<file path="src/design/rlsd_pkg.sv">
// shared types and constants for the run-length slice decoder
package rlsd_pkg;

    localparam int unsigned    CFG_W        = 17;
    localparam logic [32:0]    MAX_DECODED  = 33'd65536;
    localparam int unsigned    OUT_LANES    = 4;
    localparam int unsigned    LANES_USED   = (OUT_LANES < 4) ? OUT_LANES : 4;

    localparam logic [1:0]     CFG_EXPECTED_SIZE = 2'd0;
    localparam logic [1:0]     CFG_WINDOW_OFFSET = 2'd1;
    localparam logic [1:0]     CFG_WINDOW_LENGTH = 2'd2;

    localparam logic [7:0]     LIT_MAX_CTRL = 8'd127;
    localparam logic [7:0]     REP_MIN_CTRL = 8'd129;
    localparam logic [8:0]     REP_BASE     = 9'd257;

    typedef enum logic [1:0] {
        PH_CTRL,
        PH_LIT,
        PH_REP
    } t_phase;

    typedef enum logic [1:0] {
        S_IDLE,
        S_DEC,
        S_FLUSH,
        S_STATUS
    } t_state;

    typedef struct packed {
        logic [7:0] enc_byte;
        logic       byte_present;
        logic       stream_end;
    } t_in;

    typedef struct packed {
        logic [7:0] lane0;
        logic [7:0] lane1;
        logic [7:0] lane2;
        logic [7:0] lane3;
        logic [2:0] lane_count;
        logic       final_status;
        logic       decode_ok;
        logic       run_last;
    } t_out;

endpackage

</file>
<file path="src/design/run_length_slice_decoder_core.sv">
// top level of the run-length slice decoder: sequencer, window compare and output register
// One encoded byte is taken per item and the input is stalled until that item's results
// are queued. Each item passes through the decode state, where the window compare unit
// steps through one decoded byte per cycle while no full lane group waits on a stalled
// output, then through the flush state, which sends any partial group; each result also
// waits while the output side stalls. Decoded window bytes are packed up to four per
// result, and the item that ends the stream adds a status result.
module run_length_slice_decoder_core (
    input  logic                          i_clk,
    input  logic                          i_rst_n,
    input  logic                          i_cfg_we,
    input  logic [1:0]                    i_cfg_idx,
    input  logic [rlsd_pkg::CFG_W-1:0]    i_cfg_data,
    input  logic                          i_in_valid,
    output logic                          o_in_stall,
    input  rlsd_pkg::t_in                 i_in,
    output logic                          o_out_valid,
    input  logic                          i_out_stall,
    output rlsd_pkg::t_out                o_out
);

    localparam int unsigned W = rlsd_pkg::CFG_W;

    // configuration
    logic [W-1:0] r_exp_size;
    logic [W-1:0] r_win_off;
    logic [W-1:0] r_win_len;

    // stream state
    rlsd_pkg::t_phase r_phase,    n_phase;
    logic [7:0]       r_lit_left, n_lit_left;
    logic [7:0]       r_run,      n_run;
    logic [W-1:0]     r_pos,      n_pos;
    logic [W-1:0]     r_emit,     n_emit;
    logic             r_failed,   n_failed;
    logic             r_any,      n_any;

    // item sequencer
    rlsd_pkg::t_state r_state, n_state;
    logic [7:0]       r_left,  n_left;
    logic [7:0]       r_byte,  n_byte;
    logic             r_end,   n_end;
    logic [2:0]       r_fill,  n_fill;
    logic [7:0]       r_buf [4];
    logic [7:0]       n_buf [4];

    // output register
    logic             r_out_valid;
    rlsd_pkg::t_out   r_out;
    logic             push;
    rlsd_pkg::t_out   push_data;
    logic             can_push;

    logic             win_ok;
    logic             in_win;
    logic [W-1:0]     pos_rel;
    logic             lanes_full;

    assign o_in_stall  = (r_state != rlsd_pkg::S_IDLE);
    assign o_out_valid = r_out_valid;
    assign o_out       = r_out;
    assign can_push    = !r_out_valid || !i_out_stall;
    assign lanes_full  = (r_fill == 3'(rlsd_pkg::LANES_USED));

    assign win_ok = ({16'd0, r_exp_size} <= rlsd_pkg::MAX_DECODED) &&
                    (r_win_off <= r_exp_size) &&
                    (r_win_len <= r_exp_size - r_win_off);

    // shared window compare, one decoded position per cycle unless a full group waits on a stalled output
    assign pos_rel = r_pos - r_win_off;
    assign in_win  = (r_pos >= r_win_off) && (pos_rel < r_win_len);

    // next state
    always_comb begin
        n_state = r_state;
        case (r_state)
            rlsd_pkg::S_IDLE: begin
                if (i_in_valid) begin
                    n_state = rlsd_pkg::S_DEC;
                end
            end
            rlsd_pkg::S_DEC: begin
                if (r_left == 8'd0) begin
                    n_state = rlsd_pkg::S_FLUSH;
                end
            end
            rlsd_pkg::S_FLUSH: begin
                if (r_fill == 3'd0 || can_push) begin
                    n_state = r_end ? rlsd_pkg::S_STATUS : rlsd_pkg::S_IDLE;
                end
            end
            rlsd_pkg::S_STATUS: begin
                if (can_push) begin
                    n_state = rlsd_pkg::S_IDLE;
                end
            end
            default: n_state = rlsd_pkg::S_IDLE;
        endcase
    end

    // datapath and result outputs
    always_comb begin
        logic        fail_now;
        logic [W-1:0] ctrl_len;
        logic        fits;
        logic [8:0]  rep_len;

        n_phase    = r_phase;
        n_lit_left = r_lit_left;
        n_run      = r_run;
        n_pos      = r_pos;
        n_emit     = r_emit;
        n_failed   = r_failed;
        n_any      = r_any;
        n_left     = r_left;
        n_byte     = r_byte;
        n_end      = r_end;
        n_fill     = r_fill;
        n_buf      = r_buf;
        push       = 1'b0;
        push_data  = '0;
        fail_now   = r_failed | !win_ok;
        rep_len    = rlsd_pkg::REP_BASE - {1'b0, i_in.enc_byte};
        if (i_in.enc_byte <= rlsd_pkg::LIT_MAX_CTRL) begin
            ctrl_len = W'(i_in.enc_byte) + W'(1);
        end else begin
            ctrl_len = W'(rep_len);
        end
        fits = (r_pos <= r_exp_size) && (ctrl_len <= r_exp_size - r_pos);

        case (r_state)
            rlsd_pkg::S_IDLE: begin
                if (i_in_valid) begin
                    n_byte   = i_in.enc_byte;
                    n_end    = i_in.stream_end;
                    n_fill   = 3'd0;
                    n_left   = 8'd0;
                    n_failed = fail_now;
                    if (i_in.byte_present) begin
                        n_any = 1'b1;
                        if (!fail_now) begin
                            case (r_phase)
                                rlsd_pkg::PH_LIT: begin
                                    n_left     = 8'd1;
                                    n_lit_left = r_lit_left - 8'd1;
                                    if (r_lit_left == 8'd1) begin
                                        n_phase = rlsd_pkg::PH_CTRL;
                                    end
                                end
                                rlsd_pkg::PH_REP: begin
                                    n_left  = r_run;
                                    n_run   = 8'd0;
                                    n_phase = rlsd_pkg::PH_CTRL;
                                end
                                default: begin
                                    if (i_in.enc_byte <= rlsd_pkg::LIT_MAX_CTRL) begin
                                        if (fits) begin
                                            n_lit_left = 8'(ctrl_len);
                                            n_phase    = rlsd_pkg::PH_LIT;
                                        end else begin
                                            n_failed = 1'b1;
                                        end
                                    end else if (i_in.enc_byte >= rlsd_pkg::REP_MIN_CTRL) begin
                                        if (fits) begin
                                            n_run   = 8'(ctrl_len);
                                            n_phase = rlsd_pkg::PH_REP;
                                        end else begin
                                            n_failed = 1'b1;
                                        end
                                    end
                                end
                            endcase
                        end
                    end
                end
            end
            rlsd_pkg::S_DEC: begin
                if (r_left != 8'd0) begin
                    if (!in_win) begin
                        n_pos  = r_pos + W'(1);
                        n_left = r_left - 8'd1;
                    end else if (!lanes_full) begin
                        n_buf[r_fill[1:0]] = r_byte;
                        n_fill = r_fill + 3'd1;
                        n_emit = r_emit + W'(1);
                        n_pos  = r_pos + W'(1);
                        n_left = r_left - 8'd1;
                    end else if (can_push) begin
                        // full group goes out before this byte starts the next one
                        push                 = 1'b1;
                        push_data.lane0      = r_buf[0];
                        push_data.lane1      = (r_fill > 3'd1) ? r_buf[1] : 8'd0;
                        push_data.lane2      = (r_fill > 3'd2) ? r_buf[2] : 8'd0;
                        push_data.lane3      = (r_fill > 3'd3) ? r_buf[3] : 8'd0;
                        push_data.lane_count = r_fill;
                        n_buf[0] = r_byte;
                        n_fill   = 3'd1;
                        n_emit   = r_emit + W'(1);
                        n_pos    = r_pos + W'(1);
                        n_left   = r_left - 8'd1;
                    end
                end
            end
            rlsd_pkg::S_FLUSH: begin
                if (r_fill != 3'd0 && can_push) begin
                    push                 = 1'b1;
                    push_data.lane0      = r_buf[0];
                    push_data.lane1      = (r_fill > 3'd1) ? r_buf[1] : 8'd0;
                    push_data.lane2      = (r_fill > 3'd2) ? r_buf[2] : 8'd0;
                    push_data.lane3      = (r_fill > 3'd3) ? r_buf[3] : 8'd0;
                    push_data.lane_count = r_fill;
                    push_data.run_last   = !r_end;
                    n_fill               = 3'd0;
                end
            end
            rlsd_pkg::S_STATUS: begin
                if (can_push) begin
                    push                   = 1'b1;
                    push_data.final_status = 1'b1;
                    push_data.run_last     = 1'b1;
                    push_data.decode_ok    = !r_failed && win_ok &&
                                             (r_phase == rlsd_pkg::PH_CTRL) &&
                                             (r_pos == r_exp_size) &&
                                             (r_emit == r_win_len) &&
                                             (r_exp_size != '0 || !r_any);
                    n_phase    = rlsd_pkg::PH_CTRL;
                    n_lit_left = 8'd0;
                    n_run      = 8'd0;
                    n_pos      = '0;
                    n_emit     = '0;
                    n_failed   = 1'b0;
                    n_any      = 1'b0;
                end
            end
            default: begin
            end
        endcase
    end

    always_ff @(posedge i_clk) begin
        if (!i_rst_n) begin
            r_exp_size  <= '0;
            r_win_off   <= '0;
            r_win_len   <= '0;
            r_phase     <= rlsd_pkg::PH_CTRL;
            r_lit_left  <= 8'd0;
            r_run       <= 8'd0;
            r_pos       <= '0;
            r_emit      <= '0;
            r_failed    <= 1'b0;
            r_any       <= 1'b0;
            r_state     <= rlsd_pkg::S_IDLE;
            r_left      <= 8'd0;
            r_fill      <= 3'd0;
            r_end       <= 1'b0;
            r_out_valid <= 1'b0;
        end else begin
            if (i_cfg_we) begin
                case (i_cfg_idx)
                    rlsd_pkg::CFG_EXPECTED_SIZE: r_exp_size <= i_cfg_data;
                    rlsd_pkg::CFG_WINDOW_OFFSET: r_win_off  <= i_cfg_data;
                    rlsd_pkg::CFG_WINDOW_LENGTH: r_win_len  <= i_cfg_data;
                    default: begin
                    end
                endcase
            end
            r_phase    <= n_phase;
            r_lit_left <= n_lit_left;
            r_run      <= n_run;
            r_pos      <= n_pos;
            r_emit     <= n_emit;
            r_failed   <= n_failed;
            r_any      <= n_any;
            r_state    <= n_state;
            r_left     <= n_left;
            r_fill     <= n_fill;
            r_end      <= n_end;
            if (push) begin
                r_out_valid <= 1'b1;
            end else if (!i_out_stall) begin
                r_out_valid <= 1'b0;
            end
        end
    end

    // payload registers
    always_ff @(posedge i_clk) begin
        r_byte <= n_byte;
        r_buf  <= n_buf;
        if (push) begin
            r_out <= push_data;
        end
    end

endmodule
</file>
<file path="config.mk">
export PLATFORM = sky130hd
export DESIGN_NAME = run_length_slice_decoder_core
export DESIGN_NICKNAME = d
export VERILOG_FILES = /design/src/design/rlsd_pkg.sv /design/src/design/run_length_slice_decoder_core.sv
export SDC_FILE = /design/constraint.sdc
export NUM_CORES = 1
export LEC_CHECK = 0
export BUFFER_PORTS_ARGS = -buffer_cell sky130_fd_sc_hd__buf_4
export CAP_MARGIN = 10
export CORE_UTILIZATION = 25
export DETAILED_ROUTE_END_ITERATION = 8
export PLACE_DENSITY = 0.38
export SETUP_SLACK_MARGIN = 0.4
export SYNTH_ARGS = -nofsm -noshare
export SYNTH_HDL_FRONTEND = slang
export SYNTH_SLANG_ARGS = --single-unit
</file>
<file path="constraint.sdc">
create_clock -name i_clk -period 22.6 [get_ports i_clk]
set_input_delay 4.52 -clock i_clk [delete_from_list [all_inputs] [get_ports i_clk]]
set_output_delay 4.52 -clock i_clk [all_outputs]
set_load 0.05 [all_outputs]
</file>
Word level (Yosys, flattened, before mapping)
Index checks and enable logic that the tools add are counted.
{"block": "classes", "n_mux": 96, "reduce_logical": 51, "bitwise_logic": 3, "add_sub_neg": 10, "eq_ne": 34, "n_lt_le_gt_ge": 14}
{"cell": "2-to-1 mux 8 bit", "n": 24}
{"cell": "2-to-1 mux 35 bit", "n": 5}
{"cell": "2-to-1 mux 17 bit", "n": 9}
{"cell": "one-hot mux 8 bit (2 select lines)", "n": 6}
{"cell": "one-hot mux 35 bit (2 select lines)", "n": 1}
{"cell": "less-or-equal comparator 17 bit", "n": 4}
{"cell": "one-hot mux 17 bit (2 select lines)", "n": 2}
{"cell": "subtractor 17 bit", "n": 3}
{"cell": "adder 17 x 1 -> 17 bit (second input constant)", "n": 2}
{"cell": "== test 17 bit", "n": 2}
{"cell": "bitwise mux 32 bit", "n": 1}
{"cell": "2-to-1 mux 2 bit", "n": 13}
{"cell": "inequality test 2 bit (second input constant)", "n": 12}
{"cell": "AND reduction 4 bit", "n": 6}
{"cell": "2-to-1 mux 3 bit", "n": 7}
{"cell": "inequality test 3 bit (second input constant)", "n": 7}
{"cell": "2-to-1 mux 1 bit", "n": 18}
{"cell": ">= comparator 17 bit", "n": 1}
{"cell": "less-or-equal comparator 17 bit (second input constant)", "n": 1}
{"cell": "< comparator 17 bit", "n": 1}
{"cell": "nonzero test 17 bit", "n": 1}
{"cell": "demux 8 bit (select 2 bit)", "n": 1}
{"cell": "AND reduction 8 bit", "n": 2}
{"cell": "subtractor 8 x 1 -> 8 bit (second input constant)", "n": 2}
{"cell": "40 further kinds", "n": 77}
{"block": "word_totals", "register_bits": 198, "inputBits": 34}

Depth between registers and ports, before layout
Gate-level depths: netlist (run 1).
{"block": "depth", "ltp_word": 12, "depth_mapped": 26, "mapped_depth_nobuf": 24}

Worst setup path after synthesis (run 1)
OpenSTA, ideal clock, no wires.
{"block": "synth_timing", "path_kind": "input -> register", "start": "in i_out_stall", "end": "reg r_out, in the netlist o_out[0], enable pin", "cell_stages": 3, "arrival_ns": 7.524, "path_slack_ns": 14.596, "cell_sequence": "and2_1 clkbuf_1 nor3_1"}
{"block": "synth_between", "elab_chain_cells": 7}
{"element": "from (decl)", "line": "run_length_slice_decoder_core.sv:18", "source": "input logic i_out_stall,"}
{"element": "zero test 1 bit *"}
{"element": "logical OR 1 bit *", "line": "run_length_slice_decoder_core.sv:62", "source": "assign can_push = !r_out_valid || !i_out_stall;"}
{"element": "2-to-1 mux 1 bit", "line": "run_length_slice_decoder_core.sv:188, run_length_slice_decoder_core.sv:217"}
{"element": "2-to-1 mux 1 bit", "line": "run_length_slice_decoder_core.sv:182", "source": "end else if (!lanes_full) begin"}
{"element": "2-to-1 mux 1 bit", "line": "run_length_slice_decoder_core.sv:179", "source": "if (!in_win) begin"}
{"element": "2-to-1 mux 1 bit", "line": "run_length_slice_decoder_core.sv:178", "source": "if (r_left != 8'd0) begin"}
{"element": "one-hot mux 1 bit (3 select lines) *", "line": "run_length_slice_decoder_core.sv:131", "source": "case (r_state)"}
{"element": "via push", "line": "run_length_slice_decoder_core.sv:50", "source": "logic push;"}
{"element": "to (signal assigned)", "line": "run_length_slice_decoder_core.sv:291", "source": "r_out <= push_data;"}
{"element": "to (decl)", "line": "run_length_slice_decoder_core.sv:49", "source": "rlsd_pkg::t_out r_out;"}
Mark *: on every way through the listed nets, which the timed path passes. The rest lies on a longest branch.
A chain may end at the register's enable or synchronous reset.

Worst setup path in the final report (run 1)
{"block": "layout_timing", "start": "in i_in[2] (netlist name)", "end": "reg r_run[6]"}
{"block": "layout_between", "elab_chain_cells": 10}
{"element": "from (decl)", "line": "run_length_slice_decoder_core.sv:16", "source": "input rlsd_pkg::t_in i_in,"}
{"element": "parallel branches: the longest is 10 deep, another holds less-or-equal comparator 17 bit"}
{"element": "to (signal assigned)", "line": "run_length_slice_decoder_core.sv:269", "source": "r_run <= n_run;"}
{"element": "to (decl)", "line": "run_length_slice_decoder_core.sv:32", "source": "logic [7:0] r_run, n_run;"}
Several ways; the timed one is not identified. The select of a mux whose other input is x is not followed.

==> metrics.cfg, run 1 <==
[layout]
layout_commonest_cell=nand2_1
nets=1617
mostFrequentLayoutCells=200 x nand2_1, 120 x a21oi_1, 120 x dfxtp_1, 115 x ha_1, 95 x inv_1
diodes=0
layout-drive-gt1-share_pct=9.61
fillers=5304
syn_to_final_growth_pct=14.8

[sta]
setup_violations=0
fin_skew_ns=0.0169
fin_crit_sh_pct=34.5
rsz0062_at_grt=false
tightest_slew_ns=0.984
drv_slew=0
setup_tns_ns=0
fin_crit_ns=7.79
max_freq_mhz=128
whs_ns=0.456
hold_viol_final=0
slew-limit-headroom_pct=34.2

[synth]
postSynth.asyncResetShare_pct=0
synth_xor_area_share_pct=4.72
synth_top_family_by_area=simple AND/OR/NAND/NOR gates
syn-mean-instance-area_sq_um=8.84
syn_nets=1560
ys_seq_elements=198
synthAdderAreaFrac_pct=12.0
ys_dominant_reg_cell=dfxtp_1
ys_warn_count=0
syn_inst=1408
yosys.area_share.simple_pct=20.6
synth_compound_area_share_pct=17.7
synth_edf_count=78
yosys.cell_types.count=79
yosys-mux-area-fraction_pct=2.35
ys_seq_area_share_pct=38.1
syn-cell-area_sq_mm=0.0124

[placed_design]
place.gp.congestion=0.839
place_hpwl_um=30500
io_buffers=73

[clocking]
hold_buffers=0
cts_post_setup_buffers_inserted=0
cts-root-buf=clkbuf_16
path_clk_slew_ns=0.08
cts_tree=yes
cts-resized-gates=0
clock_latency_ns=0.50
cts_made_buffers=17
cts_sinks=198
clk_path_buf_depth=2
htreeDepth=4

[floorplanning]
io_pins=74
start_util_pct=25.4
die_w_um=225
die_y_um=225
dieArea_sq_mm=0.0507
core_sq_mm=0.0491
floorplan.rows=81

[detailed_routing]
dr.pass1.iters=5
vias=10262
drtIter0Drc=429
routed_via_density=4.79
antenna_left=0
drc_errors=0
avgRoutedWirePerCell_um=18.0
wl_um=38500

[pwr]
total_leakage_power_nw=5.50
ir_drop_v=0.0000346
powerDensity_mw_per_mm2=83.4

[global_route]
grt_max_degree=69
grt_first_pass_wirelength_um=59500
antenna_found_initial=0
overflow=0
grt_pass1_vias=9991
gr-usage-all-layers_pct=15.7

[setup_path]
critPathRequiredTime_ns=23.01
cp_max_fo=8
arrival_ns=8.21
cp-end-kind=flop
startpoint_type=input pin
worst-setup-path-type=input pin to flop

[job]
drv_cap=0

[status]
status=completed

[min_path]
min_path_type=flop to flop

==> power breakdown <==
part,switching [mW],internal (mW),total (mW),leakage (nW)
combinational,0.275,0.171,0.446,3.58
sequential,0.0298,0.403,0.432,1.64
clock,0.165,0.147,0.312,0.282
total,0.470,0.721,1.19,5.50
==> layout make-up <==
cell class	count	area [sq um]	area share, %
repair buffers	81	608	4.26
multi-input cells	1070	7160	50.2
clock inverters	15	143	0.999
clock buffers	17	425	2.98
well taps	664	831	5.82
inverters	97	364	2.55
flip-flops and latches	198	4740	33.2
==> logic make-up (layout without fill, tap and decap cells) <==
group	count (synthesis)	after routing
buf+inv	140	210
mux	29	29
simple gates	517	517
xor+xnor	67	67
other cells	1	1
fa+ha+maj	118	118
compound gates	338	338
flops	198	198
==> worst paths after layout <==
kind                              start                    endpoint  slack [ns]  cells past startpoint
max                             i_in[2]       r_run[6]$_SDFFE_PN0P_       14.81                     16
min          r_win_off[13]$_SDFFE_PN0P_  r_win_off[13]$_SDFFE_PN0P_        0.46                      2
max reg2reg  r_exp_size[0]$_SDFFE_PN0P_       r_run[6]$_SDFFE_PN0P_       15.78                     24
min reg2reg  r_win_off[13]$_SDFFE_PN0P_  r_win_off[13]$_SDFFE_PN0P_        0.46                      2
==> metal layers <==
metal / wire length (um) / part of all wire [%] / vias to the layer above / GRT usage [%]
li1: - / - / 5201 / -
met1: 18200 / 47 / 4894 / 19.9
met2: 18800 / 49 / 131 / 26.9
met3: 899 / 2.3 / 36 / 2.53
met4: 654 / 1.7 / 0 / 5.03
met5: 0 / 0 / - / 0
==> synth_stat cells (all sizes together) (6+ instances only) <==
cell type / instances / area share, %
o21ai: 57 / 2.3
xor2: 32 / 2.3
a21boi: 8 / 0.48
and2: 27 / 1.4
a31oi: 9 / 0.45
nand3: 29 / 1.2
inv: 95 / 2.9
or4: 8 / 0.48
mux2i: 27 / 2.2
o21a: 15 / 0.91
and3: 37 / 1.9
nor3: 28 / 1.1
nor4: 13 / 0.65
nand2: 200 / 6.0
o211ai: 14 / 0.84
or3: 18 / 0.92
edfxtp: 78 / 19
nor2: 69 / 2.1
a21oi: 121 / 4.9
buf: 6 / 0.33
nand2b: 20 / 1.0
o31ai: 11 / 0.74
xnor2: 35 / 2.5
dfxtp: 120 / 19
nor2b: 10 / 0.50
a211oi: 17 / 1.1
ha: 115 / 12
clkbuf: 37 / 1.1
a21o: 39 / 2.4
nand4: 28 / 1.4
or2: 6 / 0.30
==> flip-flops by register name, indices dropped and copies added (netlist names) <==
signal,cells
o_out_valid,1
r_failed,1
r_end,1
r_win_len,17
r_win_off,17
r_exp_size,17
r_emit,17
r_left,8
r_lit_left,8
r_run,8
r_buf,32
r_state,2
r_fill,3
r_phase,2
r_byte,8
r_any,1
o_out,38
r_pos,17
==> through the flow <==
| stage | area [sq um] | power, mW | cells | utilization [%] | setup WS, ns |
|---|---|---|---|---|---|
| floorplan | 12400 | 0.757 | 1408 | - | 14.60 |
| global placement | 13700 | 0.892 | 2109 | 27.9 | 14.40 |
| detailed placement | 13700 | 0.890 | 2109 | 27.9 | 14.29 |
| CTS | 14300 | 1.21 | 2141 | 29.1 | 14.78 |
| global route | 14300 | 1.27 | 2142 | 29.1 | 14.38 |
| finish | 14300 | 1.19 | 2142 | 29.1 | 14.81 |
==> worst max-delay path: stages <==
cell       delay [ns]
buf_4            0.14
ha_1             0.22
nand2_1          0.06
o21ai_0          0.14
o31a_1           0.17
xor2_1           0.31
ha_1             0.31
o21a_1           0.16
o21ai_0          0.13
a21oi_1          0.07
o2111ai_1        0.20
a211oi_1         0.08
a31oi_1          0.43
o2111ai_1        0.16
a21boi_1         0.82
mux2i_1          0.28
Note: power is estimated with default switching activity, not from simulation.
==> run 2: changes to the inputs <==
--- a/config.mk
+++ b/config.mk
@@ -5,11 +5,12 @@
 export SDC_FILE = /design/constraint.sdc
 export NUM_CORES = 1
 export LEC_CHECK = 0
+export ABC_AREA = 1
 export BUFFER_PORTS_ARGS = -buffer_cell sky130_fd_sc_hd__buf_4
 export CAP_MARGIN = 10
 export CORE_UTILIZATION = 25
 export DETAILED_ROUTE_END_ITERATION = 8
-export PLACE_DENSITY = 0.38
+export PLACE_DENSITY = 0.39
 export SETUP_SLACK_MARGIN = 0.4
 export SYNTH_ARGS = -nofsm -noshare
 export SYNTH_HDL_FRONTEND = slang
==> constraint.sdc (replaced) <==
create_clock -name i_clk -period 6.3 [get_ports i_clk]
set_input_delay 1.26 -clock i_clk [delete_from_list [all_inputs] [get_ports i_clk]]
set_output_delay 1.26 -clock i_clk [all_outputs]
set_load 0.05 [all_outputs]
==> run 2 against run 1 <==
  * Final area increased by 3.8%
  * Synthesized cell count up 22%
  * Sequential share of layout area decreased by 1.2 points
  * Total power grew to 4.2 times the previous value
  * Largest power group unchanged
  * Core utilization is 0.21 points lower
  * Non-clock buffer count increased by 3
  * Global-route usage rose by 0.41 points
  * Register-to-register slack got worse by 15 ns
  * Clock skew grew 0.0037 ns
  * First-iteration DRC count up 69%
  * Setup slack got worse by 14 ns
==> metrics.cfg, run 2 <==
[status]
status=completed

[global_route]
met2_usage_pct=27.0
gr-usage-all-layers_pct=16.1
gr-usage-met3_pct=3.58
grt_first_pass_wirelength_um=65000
overflow=0
antenna_found_initial=0
busiest_layer=met2
use_met1_pct=20.3
grt_pass1_vias=11249
grt_max_degree=57

[synth]
syn-mean-instance-area_sq_um=7.57
synth_edf_count=78
synth_area_leaders=dfxtp_1 19%, edfxtp_1 18%, ha_1 11%
synth_top_cell_by_area=dfxtp_1
syn_nets=1865
yosys.cell_types.count=59
ys_warn_count=0
syn_inst=1713
synth_common_cells=317 x nand2_1, 226 x inv_1, 179 x nor2_1
synth_top_area_share_pct=18.5
postSynth.asyncResetShare_pct=0
ys_seq_elements=198
syn-cell-area_sq_mm=0.0130
ys_seq_area_share_pct=36.6
yosysMostFrequentCell=nand2_1
ys_dominant_reg_cell=dfxtp_1

[placed_design]
io_buffers=73
place.gp.congestion=0.850
place_hpwl_um=32900

[clocking]
clock_latency_ns=0.49
htreeDepth=4
cts_tree=yes
cts-root-buf=clkbuf_16
cts_sinks=198
cts_post_setup_buffers_inserted=0
cts_made_buffers=17
hold_buffers=0
path_clk_slew_ns=0.09
cts-resized-gates=0
clk_path_buf_depth=2

[layout]
nets=1926
mostFrequentLayoutCells=317 x nand2_1, 226 x inv_1, 179 x nor2_1, 163 x a21oi_1, 120 x dfxtp_1
diodes=0
layout-drive-gt1-share_pct=9.51
largest_reg_flops=38
syn_to_final_growth_pct=14.3
layout_commonest_cell=nand2_1

[sta]
hold_viol_final=0
fin_skew_ns=0.0206
setup_tns_ns=0
fin_crit_ns=5.10
fin_crit_sh_pct=80.9
slew-limit-headroom_pct=51.2
tightest_slew_ns=0.730
max_freq_mhz=196
drv_slew=0
whs_ns=0.485
setup_violations=0
rsz0062_at_grt=false

[setup_path]
slowest_stage=dfxtp_1
crit_top_cell=nand2_1
startpoint_type=flop
cp_max_fo=38
arrival_ns=5.22
ff2ff_path_depth=28
cp-end-kind=flop
worst-setup-path-type=flop to flop
critPathRequiredTime_ns=6.42
critical_path.max_stage_delay_ns=0.42

[floorplanning]
die_y_um=230
io_pins=74
floorplan.rows=83
dieArea_sq_mm=0.0528
start_util_pct=25.3
die_w_um=230
core_sq_mm=0.0513

[detailed_routing]
antenna_left=0
wl_um=41600
dr.pass1.iters=5
drc_errors=0
drtIter0Drc=723
vias=11472
avgRoutedWirePerCell_um=16.9
routed_via_density=4.65

[pwr]
powerDensity_mw_per_mm2=341
ir_drop_v=0.000206
total_leakage_power_nw=6.37

[min_path]
min_path_type=flop to flop
min_delay_path_depth=2

[job]
drv_cap=0

[run 2: cell count changes after synthesis, sizes merged, moves of 25 or more]
cell   previous run  this run
a21o             39         5
mux2i            27         0
inv              95       233
o21ai            57       114
nor2             69       189
nand3            29        81
a21oi           121       168
and2             27         2
nand2           200       332
and3             37         1
[run 2: final cells by class]
| cell class | count | area (sq um) |
|---|---|---|
| clock buffer | 17 | 425 |
| clock inverter | 15 | 146 |
| fill | 5610 | 36500 |
| inverter | 237 | 890 |
| multi-input combinational | 1236 | 7140 |
| sequential | 198 | 4740 |
| tap | 680 | 851 |
| timing repair buffer | 84 | 631 |
[run 2: cells by family (layout without fill, tap and decap cells)]
logic type	Yosys count	after routing	share of synthesized area, %
and+or+nand+nor	720	720	24.9
AOI/OAI and AO/OA	332	332	14.1
buffers and inverters	279	353	8.36
DFF	198	198	36.6
adders and majority gates	118	118	11.6
xor gates and xnor gates	65	65	4.39
other	1	1	0.0289
[run 2: routing by layer]
metal  wire (um)  vias up
met4        1000        0
met3        1700       46
met1       19200     5314
li1            -     5870
met2       19700      242
met5           0        -
[run 2: per-stage QoR]
stage,total power [mW],instance area [sq um],instances,worst slack (ns),utilization [%]
2_1_floorplan,3.36,13000,1713,1.66,-
3_3_place_gp,3.98,14300,2435,1.27,27.8
3_5_place_dp,3.99,14300,2435,1.22,27.8
4_1_cts,5.13,14800,2467,1.18,28.9
5_1_grt,5.50,14800,2467,0.669,28.9
6_report,5.05,14800,2467,1.20,28.9
[run 2: critical path: cells and delay by family, from the launching register on]
family                     cells  cell delay, ns
DFF                            1            0.42
buffers and inverters          4            0.60
AOI/OAI and AO/OA              6            1.07
xor gates and xnor gates       1            0.18
adders and majority gates      3            0.90
and+or+nand+nor               14            1.52
[run 2: report_power, final]
part / switching (mW) / internal, mW / leakage [nW]
sequential: 0.146 / 1.52 / 1.72
combinational: 1.55 / 0.724 / 4.37
clock: 0.589 / 0.529 / 0.282
total: 2.29 / 2.77 / 6.37
[run 2: worst paths after layout]
kind | endpoint | slack, ns | startpoint
setup / recovery | o_out[17]$_SDFFCE_PN0P_ | 1.20 | r_pos[0]$_SDFFE_PN0P_
hold / removal | r_win_off[0]$_SDFFE_PN0P_ | 0.49 | r_win_off[0]$_SDFFE_PN0P_
setup reg to reg | o_out[17]$_SDFFCE_PN0P_ | 1.20 | r_pos[0]$_SDFFE_PN0P_
hold reg to reg | r_win_off[0]$_SDFFE_PN0P_ | 0.49 | r_win_off[0]$_SDFFE_PN0P_
==> run 3: changes to the inputs <==
--- a/config.mk
+++ b/config.mk
@@ -10,7 +10,7 @@
 export CAP_MARGIN = 10
 export CORE_UTILIZATION = 25
 export DETAILED_ROUTE_END_ITERATION = 8
-export PLACE_DENSITY = 0.39
+export PLACE_DENSITY = 0.37
 export SETUP_SLACK_MARGIN = 0.4
 export SYNTH_ARGS = -nofsm -noshare
 export SYNTH_HDL_FRONTEND = slang
==> constraint.sdc (replaced) <==
create_clock -name i_clk -period 5 [get_ports i_clk]
set_input_delay 1 -clock i_clk [delete_from_list [all_inputs] [get_ports i_clk]]
set_output_delay 1 -clock i_clk [all_outputs]
set_load 0.05 [all_outputs]
==> run 3 against run 2 <==
  * Critical path depth decreased by 3
  * Flip-flop and latch count unchanged
  * First-iteration DRC count decreased by 18%
  * Via count increased by 0.72%
  * Non-clock buffer count increased by 16
  * Wire length increased by 3.1%
  * Clock skew decreased by 0.0012 ns
  * Final cell count increased by 0.65%
  * Sequential power increased by 26%
  * Setup slack got worse by 0.48 ns
  * Register-to-register slack got worse by 0.48 ns
  * Final area increased by 2.5%
  * Largest power group unchanged
==> metrics.cfg, run 3 (synthesized netlist as in run 2, its figures left out) <==
[min_path]
holdPathEnd=r_any$_SDFFE_PN0P_
hp-start=r_any$_SDFFE_PN0P_
min_path_type=flop to flop
min_delay_path_depth=2

[layout]
layout-drive-gt1-share_pct=11.8
diodes=0
nets=1942
syn_to_final_growth_pct=17.1
post-route-util_pct=29.6
fillers=5651
layout.cells.non_filler=2483
mostFrequentLayoutCells=313 x nand2_1, 224 x inv_1, 177 x nor2_1, 158 x a21oi_1, 118 x dfxtp_1
layout_commonest_cell=nand2_1
largest_reg_flops=38

[placed_design]
pre_cts_ws_ns=0.120
place_hpwl_um=33600
io_buffers=73
place.gp.congestion=0.806
placed_cells=2444

[floorplanning]
core_sq_mm=0.0513
dieArea_sq_mm=0.0528
die_y_um=230
io_pins=74
floorplan.rows=83
start_util_pct=25.3
die_w_um=230

[clocking]
clock_latency_ns=0.50
cts-root-buf=clkbuf_16
cts_made_buffers=17
cts_sinks=198
path_clk_slew_ns=0.09
htreeDepth=4
hold_buffers=0
clk_path_buf_depth=2
cts_tree=yes

[global_route]
grt_pass1_vias=11199
overflow=0
gr-usage-all-layers_pct=16.5
grt_first_pass_wirelength_um=66400
antenna_found_initial=0
grt_max_degree=81

[sta]
setup_tns_ns=0
fin_crit_sh_pct=85.5
slew-limit-headroom_pct=42.0
tightest_slew_ns=0.870
fin_crit_ns=4.28
rsz0062_at_grt=false
setup_violations=0
max_freq_mhz=234
hold_viol_final=0
fin_skew_ns=0.0194
drv_slew=0
postLayoutSetupSlackWorst_ns=0.723

[setup_path]
startpoint_type=flop
ff2ff_path_depth=25
critPathRequiredTime_ns=5.27
cp_max_fo=7
r2r-start=r_win_off[1]$_SDFFE_PN0P_
reg2reg_slack_ns=0.72
slowest_stage=dfxtp_1
critical_path.max_stage_delay_ns=0.43
worst-setup-path-type=flop to flop
r2r_end=o_out[5]$_SDFFCE_PN0P_
arrival_ns=4.55
cp-end-kind=flop

[detailed_routing]
drtIter0Drc=595
avgRoutedWirePerCell_um=17.3
drc_errors=0
dr.pass1.iters=5
antenna_left=0
routed_via_density=4.65
wl_um=42900
vias=11555

[pwr]
combPwrFrac_pct=45.7
switching_power_mw=3.00
total_leakage_power_nw=6.51
p_seq_share_pct=31.7
p_int_mw=3.61
powerDensity_mw_per_mm2=435
swShare_pct=45.4
ir_drop_v=0.000278
clock_power_share_pct=22.6

[job]
drv_cap=0

[status]
status=completed

-- run 3: how the worst max path moves through the flow --
stage | startpoint | end | slack, ns | cells past startpoint
6_report | r_win_off[1]$_SDFFE_PN0P_ | o_out[5]$_SDFFCE_PN0P_ | 0.72 | 25
5_1_grt | r_win_off[1]$_SDFFE_PN0P_ | o_out[36]$_SDFFCE_PN0P_ | 0.39 | 25
4_1_cts | r_pos[0]$_SDFFE_PN0P_ | o_out[28]$_SDFFCE_PN0P_ | 0.41 | 28
3_5_place_dp | r_pos[0]$_SDFFE_PN0P_ | o_out[6]$_SDFFCE_PN0P_ | 0.12 | 28
3_3_place_gp | r_pos[0]$_SDFFE_PN0P_ | o_out[6]$_SDFFCE_PN0P_ | 0.17 | 28
2_1_floorplan | r_pos[0]$_SDFFE_PN0P_ | o_out[0]$_SDFFCE_PN0P_ | 0.66 | 25
-- run 3: final cells by class --
type,count,area (sq um),area share [%]
clock buffer,17,425,2.80
clock inverter,15,201,1.33
inverter,237,900,5.92
multi-input combinational,1236,7230,47.6
sequential,198,4750,31.3
tap,680,851,5.60
timing repair buffer,100,836,5.50
-- run 3: metrics by stage --
step | instance area (sq um) | power, mW | hold WS [ns]
final | 15200 | 6.60 | 0.483
after global routing | 15200 | 7.16 | 0.508
after CTS | 15000 | 6.62 | 0.489
after detailed placement | 14400 | 5.09 | 0.474
after global placement | 14400 | 5.09 | 0.472
after floorplan | 13000 | 4.23 | 0.429
-- run 3: repair_timing --
item	in CTS	in global routing
buffers inserted	0	3
pin swaps	0	5
setup endpoints to repair	131	160
gates resized for setup	5	28
cloned	0	4
-- run 3: per-layer routing --
layer  global-route usage, %  share of wire [%]  vias to the layer above
li1                        -                  -                     5903
met1                    20.9                 47                     5456
met2                    28.6                 49                      154
met3                    2.44                2.5                       42
met4                    5.46                2.0                        0
met5                       0                  0                        -
-- run 3: power by group through the flow --
stage	combinational, mW	clock (mW)	sequential (mW)
global route	3.43	1.60	2.12
floorplan	2.11	0	2.12
detailed placement	2.96	0	2.14
CTS	2.98	1.55	2.10
finish	3.02	1.49	2.09
global placement	2.95	0	2.14
-- run 3: worst max-delay path, delay by kind of cell, from the launching register on --
family / cells / cell delay (ns)
adders and majority gates: 2 / 0.50
DFF: 1 / 0.43
buffers and inverters: 5 / 0.75
and+or+nand+nor: 9 / 0.85
AOI/OAI and AO/OA: 8 / 1.43
xor gates and xnor gates: 1 / 0.10
